**src/rtl/intel_hex_record_loader_defines.svh**
```systemverilog
// Assertion macros for the HEX record loader
`ifndef INTEL_HEX_RECORD_LOADER_DEFINES_SVH
`define INTEL_HEX_RECORD_LOADER_DEFINES_SVH
`ifndef NO_ASSERTIONS
`define HXL_ASSERT(label, prop, msg) \
  label: assert property (@(posedge clk) disable iff (rst) prop) else $error(msg);
`define HXL_ASSERT_ALWAYS(label, prop, msg) \
  label: assert property (@(posedge clk) prop) else $error(msg);
`else
`define HXL_ASSERT(label, prop, msg)
`define HXL_ASSERT_ALWAYS(label, prop, msg)
`endif
`endif

```
**src/rtl/hxl_pkg.sv**
```systemverilog
// Shared types and constants for the HEX record loader
package hxl_pkg;

  localparam int unsigned IMAGE_SIZE_DEF = 65536;
  localparam int unsigned QUEUE_DEPTH = 2;

  localparam logic       OP_CHAR = 1'b0;
  localparam logic       OP_READ = 1'b1;

  localparam logic [1:0] PHASE_WAIT  = 2'd0;
  localparam logic [1:0] PHASE_INREC = 2'd1;
  localparam logic [1:0] PHASE_EOF   = 2'd2;
  localparam logic [1:0] PHASE_ERR   = 2'd3;

  localparam logic [2:0] ERR_NONE     = 3'd0;
  localparam logic [2:0] ERR_NO_COLON = 3'd1;
  localparam logic [2:0] ERR_BAD_DIG  = 3'd2;
  localparam logic [2:0] ERR_SHORT    = 3'd3;
  localparam logic [2:0] ERR_CHECKSUM = 3'd4;
  localparam logic [2:0] ERR_OUTSIDE  = 3'd5;

  localparam logic [7:0] REC_DATA = 8'h00;
  localparam logic [7:0] REC_EOF  = 8'h01;
  localparam logic [7:0] REC_SEG  = 8'h02;
  localparam logic [7:0] REC_LIN  = 8'h04;

  typedef enum logic [1:0] {
    CK_COLON,
    CK_EOL,
    CK_HEX,
    CK_BAD
  } char_kind_t;

  typedef struct packed {
    logic        opcode;
    char_kind_t  kind;
    logic [3:0]  digit;
    logic [15:0] addr;
  } item_t;

endpackage

```
**src/rtl/hxl_front.sv**
```systemverilog
// Front end: classifies each incoming character
module hxl_front (
  input  logic                opcode,
  input  logic [7:0]          text_char,
  input  logic [15:0]         read_address,
  output hxl_pkg::item_t      item
);

  always_comb begin
    item.opcode = opcode;
    item.addr   = read_address;
    item.digit  = 4'd0;
    item.kind   = hxl_pkg::CK_BAD;
    if (text_char == 8'h3a) begin
      item.kind = hxl_pkg::CK_COLON;
    end else if (text_char == 8'h0d || text_char == 8'h0a) begin
      item.kind = hxl_pkg::CK_EOL;
    end else if (text_char >= 8'h30 && text_char <= 8'h39) begin
      item.kind  = hxl_pkg::CK_HEX;
      item.digit = 4'(text_char - 8'h30);
    end else if (text_char >= 8'h61 && text_char <= 8'h66) begin
      item.kind  = hxl_pkg::CK_HEX;
      item.digit = 4'(text_char - 8'h57);
    end else if (text_char >= 8'h41 && text_char <= 8'h46) begin
      item.kind  = hxl_pkg::CK_HEX;
      item.digit = 4'(text_char - 8'h37);
    end
  end

endmodule

```
**config.mk**
```make
export PLATFORM = sky130hd
export DESIGN_NAME = hxl_front
export DESIGN_NICKNAME = d
export VERILOG_FILES = /design/src/rtl/intel_hex_record_loader_defines.svh /design/src/rtl/hxl_pkg.sv /design/src/rtl/hxl_front.sv
export SDC_FILE = /design/constraint.sdc
export NUM_CORES = 1
export LEC_CHECK = 0
export BUFFER_PORTS_ARGS = -buffer_cell sky130_fd_sc_hd__buf_2
export CAP_MARGIN = 20
export CORE_AREA = 2 2 39 41
export DETAILED_ROUTE_END_ITERATION = 7
export DIE_AREA = 0 0 41 43
export GPL_ROUTABILITY_DRIVEN = 0
export PLACE_DENSITY = 0.78
export SYNTH_ARGS = -nofsm -noshare
export SYNTH_HDL_FRONTEND = slang
export SYNTH_SLANG_ARGS = --single-unit
```
**constraint.sdc**
```tcl
create_clock -name vclk -period 1
set_clock_uncertainty 0.15 [all_clocks]
set_input_delay 0.05 -clock vclk [all_inputs]
set_output_delay 0.05 -clock vclk [all_outputs]
set_load 0.01 [all_outputs]
```
==> results_dict.tcl <==
set metrics [dict create \
    synthCells 50 \
    hold_viol_final 0 \
    core-area_sq_um 1380 \
    io_pins 48 \
    worstSetupPathType "in2out" \
    synthMuxAreaShare 0.0249 \
    routedWlPerCell_um 11.7 \
    syn_to_final_growth_pct 83.2 \
    rows 14 \
    p_leak_uw 0.000319 \
    via_count 477 \
    num-nets-final 107 \
    setup_viol 6 \
    yosysTopAreaCellShare 0.318 \
    cp_max_fo 4 \
    stdcell_count 92 \
    crit_required_ps 800 \
    syn_area_sq_um 402 \
    setup_slack_ps -291 \
    grt_usage 0.112 \
    status "finished with violations" \
    antenna_left 0 \
    fillers 126 \
    first_pass_iters 4 \
    start_util 0.290 \
    portBuffers 14 \
    slew_violations 0 \
    post_dp_cell_area_sq_um 469 \
    worstHoldPathType "in2out" \
    yosys.area_share.simple 0.274 \
    antennaDiodeCount 0 \
    dp.cells 71 \
    cp.arrival_ps 1090 \
    antenna_found_initial 0 \
    final_area_sq_um 736 \
    seq_area_frac_synth 0 \
    synth_cell_types 21 \
    yosysWarnings 0 \
    synth.area.top_cells "buf_4 (32%), ha_1 (12%), nor4b_4 (5.9%)" \
    period_needed_ps 1290 \
    max-slew-margin-rel 0.790 \
    post-route-period-util 1.29 \
    die_w_um 41 \
    worstMarginPinSlew_ps 314 \
    violations "negative setup slack" \
    grt_pass1_wl_um 1490 \
    dp_hpwl_um 815 \
    fmax_ghz 0.775 \
    synth_xor_area_frac 0 \
    routed_via_density 5.18 \
    grt_pass1_vias 372 \
    end_kind "output pin" \
    dieArea_sq_um 1760 \
    synth_fa_ha_area_frac 0.125 \
    rsz0062_at_grt "yes" \
    drive_gt1_frac 0.513 \
    max_cap_viol_count 0 \
    p_per_area_nw_per_um2 357 \
    p_total_uw 262 \
    gr-total-overflow 0 \
    synth_top_family_by_area "buffers and inverters" \
    crit_path_start_kind "primary input" \
    register_area_sq_um 0 \
    drc 0 \
    final.clkbuf_count 0 \
    worst_ir_drop_vdd_mv 0.139 \
    drt-initial-drc-count 9 \
    seq_cell_count 0 \
    totalWireLength_um 1080 \
    synth_top_area_cell "buf_4" \
    syn_avg_cell_area_sq_um 8.03 \
    die_y_um 43 \
    grt_max_degree 6 \
    synth_compound_area_frac 0.231 \
    syn-num-nets 79 \
]
final cells by class:
type	count	area, sq um	area share
Inverter	3	36.3	0.0493
Multi-Input combinational cell	30	309	0.420
Timing Repair Buffer	43	370	0.503
Tap cell	16	20.0	0.0272
power by group:
| part | switching (uW) | total [uW] | internal (uW) |
|---|---|---|---|
| clock | 0 | 0 | 0 |
| combinational | 114 | 262 | 148 |
| sequential | 0 | 0 | 0 |
| total | 114 | 262 | 148 |
path summary, 6_finish.rpt:
path,from,to,slack [ps],depth (start not counted)
max,text_char[1],item[20],-290,7
min,text_char[5],item[21],340,4
critical path, stage by stage:
cell and delay [ps]:
buf_12 110, inv_12 50, ha_4 120, or3b_4 400, nand3_2 90, o211a_1 150, buf_2 120
routing by layer:
metal,global-route usage,part of all wire,vias up
met4,0.0267,0.011,0
li1,-,-,222
met1,0.142,0.40,222
met3,0.0105,0.10,2
met5,0,0,-
met2,0.191,0.49,31
layout by cell type (no fill, tap or decap), types with 2 or more instances in the layout:
| cell type | count |
|---|---|
| nand2_1 | 2 |
| dlygate4sd3_1 | 17 |
| nand3_1 | 2 |
| buf_6 | 2 |
| ha_4 | 3 |
| o211ai_1 | 2 |
| buf_12 | 2 |
| buf_2 | 11 |
| a22oi_1 | 3 |
| buf_4 | 11 |
| a31oi_1 | 2 |
| nand4_1 | 2 |
kinds of logic after synthesis:
group                      Yosys count
buffers and inverters               20
muxes                                1
adders and majority gates            4
AOI/OAI and AO/OA                   12
and+or+nand+nor                     13
Yosys cell counts (all sizes together):
master and n:
mux2i 1, o21ai 1, buf 17, o211ai 2
nand4 2, or3b 1, o211a 1, inv 3
a22oi 3, nor3b 1, a21oi 1, nor4b 1
and4bb 1, o31ai 1, or3 1, nand2 2
o21ba 1, nand3 3, ha 4, nand4b 1
a31oi 2
what timing repair did:
action / CTS / global route
hold buffers: 17 / 0
hold endpoints to repair: 17 / 0
gates resized for setup: 14 / 3
setup endpoints to repair: 6 / 6
buffers inserted: 3 / 1
pin swaps: 10 / 6
stage by stage:
step / hold slack, ps / setup slack (ps) / setup TNS [ps] / util
after floorplan: 41.8 / -61.8 / -104 / -
after global placement: -49.9 / -392 / -2000 / 0.339
after detailed placement: -49.9 / -400 / -2130 / 0.339
after CTS: 339 / -307 / -1520 / 0.517
after global routing: 372 / -336 / -1720 / 0.532
final: 344 / -291 / -1460 / 0.532
(Power assumes the default switching activity.)
