===== src/rtl/intel_hex_record_loader_defines.svh =====
// Assertion macros for the HEX record loader
`ifndef INTEL_HEX_RECORD_LOADER_DEFINES_SVH
`define INTEL_HEX_RECORD_LOADER_DEFINES_SVH
`ifndef NO_ASSERTIONS
`define HXL_ASSERT(label, prop, msg) \
  label: assert property (@(posedge clk) disable iff (rst) prop) else $error(msg);
`define HXL_ASSERT_ALWAYS(label, prop, msg) \
  label: assert property (@(posedge clk) prop) else $error(msg);
`else
`define HXL_ASSERT(label, prop, msg)
`define HXL_ASSERT_ALWAYS(label, prop, msg)
`endif
`endif


===== src/rtl/hxl_pkg.sv =====
// Shared types and constants for the HEX record loader
package hxl_pkg;

  localparam int unsigned IMAGE_SIZE_DEF = 65536;
  localparam int unsigned QUEUE_DEPTH = 2;

  localparam logic       OP_CHAR = 1'b0;
  localparam logic       OP_READ = 1'b1;

  localparam logic [1:0] PHASE_WAIT  = 2'd0;
  localparam logic [1:0] PHASE_INREC = 2'd1;
  localparam logic [1:0] PHASE_EOF   = 2'd2;
  localparam logic [1:0] PHASE_ERR   = 2'd3;

  localparam logic [2:0] ERR_NONE     = 3'd0;
  localparam logic [2:0] ERR_NO_COLON = 3'd1;
  localparam logic [2:0] ERR_BAD_DIG  = 3'd2;
  localparam logic [2:0] ERR_SHORT    = 3'd3;
  localparam logic [2:0] ERR_CHECKSUM = 3'd4;
  localparam logic [2:0] ERR_OUTSIDE  = 3'd5;

  localparam logic [7:0] REC_DATA = 8'h00;
  localparam logic [7:0] REC_EOF  = 8'h01;
  localparam logic [7:0] REC_SEG  = 8'h02;
  localparam logic [7:0] REC_LIN  = 8'h04;

  typedef enum logic [1:0] {
    CK_COLON,
    CK_EOL,
    CK_HEX,
    CK_BAD
  } char_kind_t;

  typedef struct packed {
    logic        opcode;
    char_kind_t  kind;
    logic [3:0]  digit;
    logic [15:0] addr;
  } item_t;

endpackage


===== src/rtl/hxl_queue.sv =====
// Short FIFO between the front end and the back end
module hxl_queue #(
  parameter int unsigned DEPTH = hxl_pkg::QUEUE_DEPTH
) (
  input  logic           clk,
  input  logic           rst,
  input  logic           push_valid,
  output logic           push_ready,
  input  hxl_pkg::item_t push_item,
  output logic           pop_valid,
  input  logic           pop_ready,
  output hxl_pkg::item_t pop_item
);

  localparam int unsigned PW = (DEPTH > 1) ? $clog2(DEPTH) : 1;
  localparam int unsigned CW = $clog2(DEPTH + 1);

  hxl_pkg::item_t entries [DEPTH];
  logic [PW-1:0] wr_ptr, rd_ptr;
  logic [CW-1:0] count;
  logic          do_push, do_pop;

  assign push_ready = (count != CW'(DEPTH));
  assign pop_valid  = (count != '0);
  assign pop_item   = entries[rd_ptr];
  assign do_push    = push_valid && push_ready;
  assign do_pop     = pop_valid && pop_ready;

  always_ff @(posedge clk) begin
    if (do_push) begin
      entries[wr_ptr] <= push_item;
    end
  end

  always_ff @(posedge clk) begin
    if (rst) begin
      wr_ptr <= '0;
      rd_ptr <= '0;
      count  <= '0;
    end else begin
      if (do_push) begin
        wr_ptr <= (wr_ptr == PW'(DEPTH - 1)) ? '0 : wr_ptr + 1'b1;
      end
      if (do_pop) begin
        rd_ptr <= (rd_ptr == PW'(DEPTH - 1)) ? '0 : rd_ptr + 1'b1;
      end
      if (do_push && !do_pop) begin
        count <= count + 1'b1;
      end else if (do_pop && !do_push) begin
        count <= count - 1'b1;
      end
    end
  end

endmodule


===== config.mk =====
export PLATFORM = sky130hd
export DESIGN_NAME = hxl_queue
export DESIGN_NICKNAME = d
export VERILOG_FILES = /design/src/rtl/intel_hex_record_loader_defines.svh /design/src/rtl/hxl_pkg.sv /design/src/rtl/hxl_queue.sv
export SDC_FILE = /design/constraint.sdc
export NUM_CORES = 1
export LEC_CHECK = 0
export BUFFER_PORTS_ARGS = -buffer_cell sky130_fd_sc_hd__buf_2
export CAP_MARGIN = 5
export CORE_ASPECT_RATIO = 1.1
export CORE_MARGIN = 3
export CORE_UTILIZATION = 40
export DETAILED_ROUTE_END_ITERATION = 16
export PLACE_DENSITY_LB_ADDON = 0.05
export SLEW_MARGIN = 0
export SYNTH_ARGS = -nofsm -noshare
export SYNTH_HDL_FRONTEND = slang
export SYNTH_SLANG_ARGS = --single-unit

===== constraint.sdc =====
create_clock -name clk -period 2.03 [get_ports clk]
set_input_delay 0.203 -clock clk [delete_from_list [all_inputs] [get_ports clk]]
set_output_delay 0.203 -clock clk [all_outputs]
set_load 0.02 [all_outputs]

==> impl_metrics.ini, run 1 <==
[status]
status = finished clean

[synthesis]
yosys_warnings = 0
netlist_instances = 95
yosys.area.top_type_share = 0.737
synthTopCellsByArea = edfxtp_1 (74%), mux2_2 (14%), dfxtp_1 (5.3%)
synthTopCellsByCount = edfxtp_1 (46), mux2_2 (23), dfxtp_1 (5)
yosysMostFrequentCell = edfxtp_1
netlist_area_um2 = 1870
syn-num-nets = 123
ys_seq_area_frac = 0.791
synth_edf_count = 46
synthArstFlopShare = 0
ys_seq_elements = 51
synth_cell_type_count = 17
synth.avg_cell_area_um2 = 19.7
synth_top_cell_by_area = edfxtp_1
synth_ff_type = edfxtp_1

[finish]
area_growth_pct = 22.8
antenna_cells = 0
drive_gt1_frac = 0.558
fin_area_um2 = 2300
num-nets-final = 183
stdcell_count = 210
final_core_util = 0.522

[floorplanning]
num_io_pins = 52
fp.dieArea_um2 = 5540
coreArea_um2 = 4410
initial_utilization = 0.425
die_h_um = 77.8
rows = 25
die_w_um = 71.2

[power_and_ir_drop]
power_mw = 2.78
power_density_nw_per_um2 = 1210
ir_worst_vdd_mv = 0.636
leakage_nw = 0.878

[detailed_routing]
drt-initial-drc-count = 66
routed_wl_um = 3070
dr.pass1.iters = 4
drcViolationCount = 0
via_per_inst = 4.78
postRouteAntennaNets = 0
dr_total_vias = 1003
routedWlPerCell_um = 14.6

[timing]
setup_viol = 0
rsz0062_at_grt = false
clock_skew_ps = 4.84
drv_slew = 0
relSlewSlack = 0.766
fmax_mhz = 608
period_minus_slack_ps = 1640
tightestPinTransition_ps = 348
hold_viol = 0
setup_tns_ps = 0
post-route-period-util = 0.810

[clock_tree]
cts_max_level = 2
cts_resized = 0
root_buffer = clkbuf_8
clk_latency_ps = 290
path_clk_slew_ps = 90
hold_buffers = 0
cts_tree = yes
cts-buffers-inserted = 5
post-cts-setup-buffer-count = 0
clock_sinks = 51
clockBufferDepth = 2

[placement]
post-dp-hpwl_um = 2110
place_area_um2 = 2220
dp.cells = 202
place_congestion = 0.620
port_buffers = 51

[setup_path]
arrival_ps = 1870
reg2regPathDepth = 5
critPathCaptureType = flip-flop
cp-startpoint = count[0]
rr_endpoint = count[1]
cp-endpoint = count[1]
r2r_start = count[0]
path_class = reg2reg
rrSetupSlack_ps = 390
required_ps = 2260
critPathLaunchType = flip-flop
cp_max_fo = 5

[job]
maxCapViolations = 0

[global_routing]
grtUsageMet2 = 0.198
grt_pass1_wl_um = 4690
grt.busiest_layer = met2
grt_max_degree = 24
overflow = 0
grt_usage = 0.113
use_met1 = 0.122
use_met3 = 0.0453
grt_pass1_vias = 999
antenna_found_initial = 0

[min_path]
hp-class = in2reg
## report_power, final
| group | switching, mW | internal [mW] | total (mW) |
|---|---|---|---|
| Combinational | 0.506 | 0.366 | 0.872 |
| Sequential | 0.0494 | 1.32 | 1.37 |
| Clock | 0.305 | 0.241 | 0.546 |
## registers in the layout (all words and copies together) (netlist names), named ones only
signal / cells
count: 2
entries: 46
rd_ptr: 1
wr_ptr: 1
## routing by layer
layer  vias to the layer above  wire [um]
met3                         4        227
li1                        484          -
met5                         -          0
met2                        35       1620
met1                       480       1180
met4                         0         34
## area by class of cell
class	count	area [um^2]
clock inverters	2	12.5
multi-input cells	41	378
fillers	386	2110
inverters	1	3.75
flip-flops and latches	51	1480
repair buffers	55	285
well taps	54	67.6
clock buffers	6	72.6
## metrics by stage
step | setup WS, ps | hold slack [ps]
floorplan | 290 | 272
global placement | 485 | 390
detailed placement | 410 | 396
CTS | 372 | 78.7
global route | 270 | 69.6
finish | 386 | 89.5
## cell families after synthesis
| logic type | count (synthesis) | synth area share |
|---|---|---|
| DFF | 51 | 0.791 |
| muxes | 23 | 0.138 |
| and+or+nand+nor | 9 | 0.0267 |
| AOI/OAI and AO/OA | 5 | 0.0160 |
| xor gates and xnor gates | 3 | 0.0140 |
| buffers and inverters | 3 | 0.00735 |
| adders and majority gates | 1 | 0.00668 |
## cell usage in the layout, fill, tap and decap left out
cell        synthesis  routed
o21ai_0             2       2
buf_2               2      51
clkbuf_1            0       1
clkinvlp_4          0       1
nand3b_1            1       1
nor2_1              3       3
or3_1               1       1
and2_1              1       1
a21oi_1             2       2
mux2_2             23      23
dfxtp_1             5       5
ha_1                1       1
nand2b_1            1       1
inv_1               1       1
and3_1              1       1
xor2_1              3       3
clkbuf_8            0       5
or2_2               1       1
clkinv_2            0       1
edfxtp_1           46      46
a21bo_2             1       1
buf_4               0       4
## worst max-delay path, cell delays in order, from the launching register on
cell and delay (ps):
dfxtp_1 360, nand2b_1 210, and2_1 190, ha_1 330, or3_1 350, a21oi_1 150
## how the worst min path moves through the flow
stage	startpoint	to	depth (start not counted)
2_1_floorplan	rst	count[1]	1
3_3_place_gp	push_item[15]	entries[1][15]	1
4_1_cts	push_item[3]	entries[1][3]	1
6_report	push_item[7]	entries[0][7]	1
5_1_grt	push_item[0]	entries[0][0]	1
3_5_place_dp	push_item[0]	entries[1][0]	1
(Power assumes the default switching activity.)
==> run 2: changes to the inputs <==
Clock period 2.03 ns to 1.5 ns, I/O delays scaled along.
==> run 2 against run 1 <==
  * Setup slack worse by 380 ps
  * Non-clock buffer count up 3
  * Sequential power up 38%
  * First-iteration DRC count rose by 32%
==> impl_metrics.ini, run 2 (synthesized netlist as in run 1, its figures left out) <==
[timing]
setup_tns_ps = 0
fmax_mhz = 671
clock_skew_ps = 5.75
hold_viol = 0
worst_slack_ps = 10.7
drv_slew = 0
post-route-period-util = 0.993
period_minus_slack_ps = 1490
tightestPinTransition_ps = 329
rsz0062_at_grt = true
relSlewSlack = 0.779
setup_viol = 0

[setup_path]
arrival_ps = 1340
max_stage_delay_ps = 400
cp_max_fo = 8
slowest_stage = dfxtp_4
path_cells = clkbuf_16, mux2_2, buf_6
critPathCaptureType = output port
critPathLaunchType = flip-flop
required_ps = 1350
r2r_start = count[0]
path_class = reg2out
reg2regPathDepth = 6

[finish]
top_register = entries
antenna_cells = 0
fin_area_um2 = 2560
top_regs = entries (46), count (2)
mostFrequentLayoutCells = edfxtp_1 (46), buf_2 (34), buf_6 (16)
area_growth_pct = 36.7
final_core_util = 0.581
largest_reg_flops = 46
drive_gt1_frac = 0.623
num-nets-final = 186
final_common_cell = edfxtp_1

[placement]
dp_slack_ps = 4.41
place_congestion = 0.697
post-dp-hpwl_um = 2160
place_area_um2 = 2280
port_buffers = 51

[detailed_routing]
drcViolationCount = 0
postRouteAntennaNets = 0
routed_wl_um = 3250
via_per_inst = 4.85
dr.pass1.iters = 3
drt-initial-drc-count = 87
dr_total_vias = 1033
routedWlPerCell_um = 15.3

[global_routing]
overflow = 0
grt_usage = 0.120
grt_pass1_vias = 1146
grt_pass1_wl_um = 5020
grt_max_degree = 24
antenna_found_initial = 0

[clock_tree]
cts-buffers-inserted = 5
clockBufferDepth = 2
clk_latency_ps = 300
path_clk_slew_ps = 90
clock_sinks = 51
cts_max_level = 2
root_buffer = clkbuf_8
cts_tree = yes

[power_and_ir_drop]
p_sw_frac = 0.304
power_density_nw_per_um2 = 1680
p_sw_mw = 1.30
clkPwrFrac = 0.181
combPwrFrac = 0.378
power_mw = 4.29
ir_worst_vdd_mv = 0.799
pwr-share-seq = 0.441
leakage_nw = 0.981
p_int_mw = 2.99

[floorplanning]
num_io_pins = 52
die_w_um = 71.2
die_h_um = 77.8
initial_utilization = 0.425
rows = 25
coreArea_um2 = 4410
fp.dieArea_um2 = 5540

[min_path]
min_from = push_item[17]
whs_path_depth = 1
hp-class = in2reg

[job]
maxCapViolations = 0

[status]
status = finished clean
-- run 2: cell count changes in the layout (fill, tap and decap cells not counted), moves of 2 or more --
cell / delta
dfxtp_1: -3
mux2_4: +11
buf_6: +16
buf_12: +2
mux2_2: -11
clkinvlp_4: +2
dfxtp_4: +2
buf_2: -17
-- run 2: worst max-delay path, delay by kind of cell, from the launching register on --
kind	cells	cell delay [ps]
flops	1	400
mux	1	340
buf+inv	2	300
-- run 2: power groups by stage --
stage / sequential [mW] / clock (mW) / combinational [mW]
2_1_floorplan: 1.88 / 0 / 0.861
3_3_place_gp: 1.88 / 0 / 1.29
3_5_place_dp: 1.89 / 0 / 1.31
4_1_cts: 1.87 / 0.808 / 1.33
5_1_grt: 1.91 / 0.873 / 1.73
6_report: 1.89 / 0.779 / 1.62
-- run 2: stage by stage --
step,std cells,hold WS [ps]
2_1_floorplan,95,219
3_3_place_gp,204,337
3_5_place_dp,204,341
4_1_cts,212,19.8
5_1_grt,213,10.6
6_report,213,33.6
-- run 2: timing repair --
item	4_1_cts	5_1_grt
setup buffers	0	0
hold buffers	0	0
cloned	0	1
endpoints found under the hold margin	0	0
pin swaps	0	1
setup endpoints to repair	24	18
resized for setup	4	48
-- run 2: layout make-up --
class,count,area [um^2]
tap,54,67.6
clock buffer,5,68.8
clock inverter,3,23.8
timing repair buffer,58,460
fill,370,1850
sequential,51,1490
inverter,1,7.51
multi-input combinational,41,443
-- run 2: path summary, 6_finish.rpt --
kind / end / slack [ps]
setup reg to reg: count[1] / 40
setup / recovery: pop_item[5] / 10
hold reg to reg: count[1] / 540
hold / removal: entries[1][17] / 30
-- run 2: routing by layer --
layer,up-vias,GRT usage,share of wire
li1,492,-,-
met1,502,0.121,0.38
met2,33,0.215,0.53
met3,6,0.0518,0.071
met4,0,0.0451,0.016
met5,-,0,0
==> run 3: changes to the inputs <==
Settings changed: HOLD_SLACK_MARGIN from default to 0.06, SLEW_MARGIN 0 to 20.
==> run 3 against run 2 <==
  * Global-route usage is 0.85 points higher
  * Via count is 8.3% higher
  * Fmax is 0.11% higher
  * Flip-flop and latch count stayed put
  * Critical path type unchanged
  * Highest routed layer unchanged
==> impl_metrics.ini, run 3 (synthesized netlist as in run 1, its figures left out) <==
[finish]
drive_gt1_frac = 0.541
num-nets-final = 210
fill_cells = 339
final_common_cell = edfxtp_1
mostFrequentLayoutCells = edfxtp_1 (46), buf_2 (34), dlygate4sd3_1 (24)
fin_area_um2 = 2800
stdcell_count = 237
final_core_util = 0.635
top_regs = entries (46), count (2)
area_growth_pct = 49.6
largest_reg_flops = 46
antenna_cells = 0
top_register = entries

[detailed_routing]
via_per_inst = 4.72
dr.pass1.iters = 4
drt-initial-drc-count = 103
dr_total_vias = 1119
routedWlPerCell_um = 14.3
drcViolationCount = 0
routed_wl_um = 3390
postRouteAntennaNets = 0

[timing]
drv_slew = 0
rsz0062_at_grt = true
post-route-period-util = 0.992
worst_slack_ps = 12.4
tightestPinTransition_ps = 329
relSlewSlack = 0.779
setup_viol = 0
hold_viol = 0
fmax_mhz = 672
period_minus_slack_ps = 1490
clock_skew_ps = 5.62

[status]
status = finished clean

[setup_path]
arrival_ps = 1340
cp_num_buf_inv = 2
critPathLaunchType = flip-flop
slowest_stage = dfxtp_4
path_class = reg2out
cp_max_fo = 8
path_delay_family = flip-flops
required_ps = 1350
max_stage_delay_ps = 390
path_cells = clkbuf_16, mux2_2, buf_6
critPathCaptureType = output port

[placement]
place_area_um2 = 2280
post-dp-hpwl_um = 2160
dp.cells = 204
dp_slack_ps = 4.41
place_congestion = 0.697
port_buffers = 51

[global_routing]
grt_pass1_vias = 1226
grt_pass1_wl_um = 5440
grt_usage = 0.128
grt_max_degree = 24
overflow = 0
antenna_found_initial = 0

[floorplanning]
rows = 25
initial_utilization = 0.425
fp.dieArea_um2 = 5540
coreArea_um2 = 4410
die_h_um = 77.8
num_io_pins = 52
die_w_um = 71.2

[clock_tree]
cts_tree = yes
cts_max_level = 2
clock_sinks = 51
clk_latency_ps = 300
path_clk_slew_ps = 80
cts-buffers-inserted = 5
clockBufferDepth = 2
root_buffer = clkbuf_8
post-cts-setup-buffer-count = 0

[power_and_ir_drop]
pwr-share-seq = 0.435
power_mw = 4.35
leakage_nw = 1.08
power_density_nw_per_um2 = 1550
clkPwrFrac = 0.179
p_sw_mw = 1.32
p_int_mw = 3.03
p_sw_frac = 0.303
ir_worst_vdd_mv = 0.829
combPwrFrac = 0.386

[job]
maxCapViolations = 0

[min_path]
hp-class = in2reg
==> run 3: cell types whose count changed in the layout (fill, tap and decap cells not counted) <==
| cell | delta |
|---|---|
| dlygate4sd3_1 | +24 |
==> run 3: path summary, 6_finish.rpt <==
check                   from           to  slack [ps]  depth (start not counted)
setup / recovery   flip-flop  pop_item[6]          10                          3
hold reg to reg     count[1]     count[1]         540                          2
hold / removal    push_valid       wr_ptr         170                          3
setup reg to reg    count[0]     count[1]          40                          6
==> run 3: what timing repair did <==
action	CTS	global route
resized for setup	4	48
hold buffers	24	0
hold endpoints to repair	51	0
endpoints found under the setup margin	24	18
gates cloned	0	1
pin swaps	0	1
==> run 3: worst register-to-register path, cell delays in order, from the launching register on <==
cell	delay (ps)
dfxtp_4	360
nand2b_4	150
and2_4	170
ha_4	150
xor2_1	140
or3_1	300
a21oi_1	120
==> run 3: area by class of cell <==
| cell class | count | area [um^2] | share of cell area |
|---|---|---|---|
| Clock buffer | 5 | 68.8 | 0.0246 |
| Sequential cell | 51 | 1490 | 0.532 |
| Tap cell | 54 | 67.6 | 0.0241 |
| Multi-Input combinational cell | 41 | 443 | 0.158 |
| Inverter | 1 | 7.51 | 0.00268 |
| Clock inverter | 3 | 23.8 | 0.00849 |
| Timing Repair Buffer | 82 | 701 | 0.250 |
==> run 3: metal layers <==
metal	global-route usage	wire length, um
met3	0.0440	210
met4	0.0451	33
met1	0.137	1370
met2	0.232	1780
met5	0	0
==> run 3: per-stage QoR <==
stage	hold slack [ps]	setup TNS, ps
after floorplan	219	0
after global placement	337	0
after detailed placement	341	0
after CTS	154	-5.20
after global routing	165	-248
final	171	0
==> run 3: power by group through the flow <==
stage / combinational, mW / clock, mW / sequential [mW]
4_1_cts: 1.38 / 0.808 / 1.87
5_1_grt: 1.79 / 0.874 / 1.91
2_1_floorplan: 0.861 / 0 / 1.88
3_3_place_gp: 1.29 / 0 / 1.88
3_5_place_dp: 1.31 / 0 / 1.89
6_report: 1.68 / 0.779 / 1.89
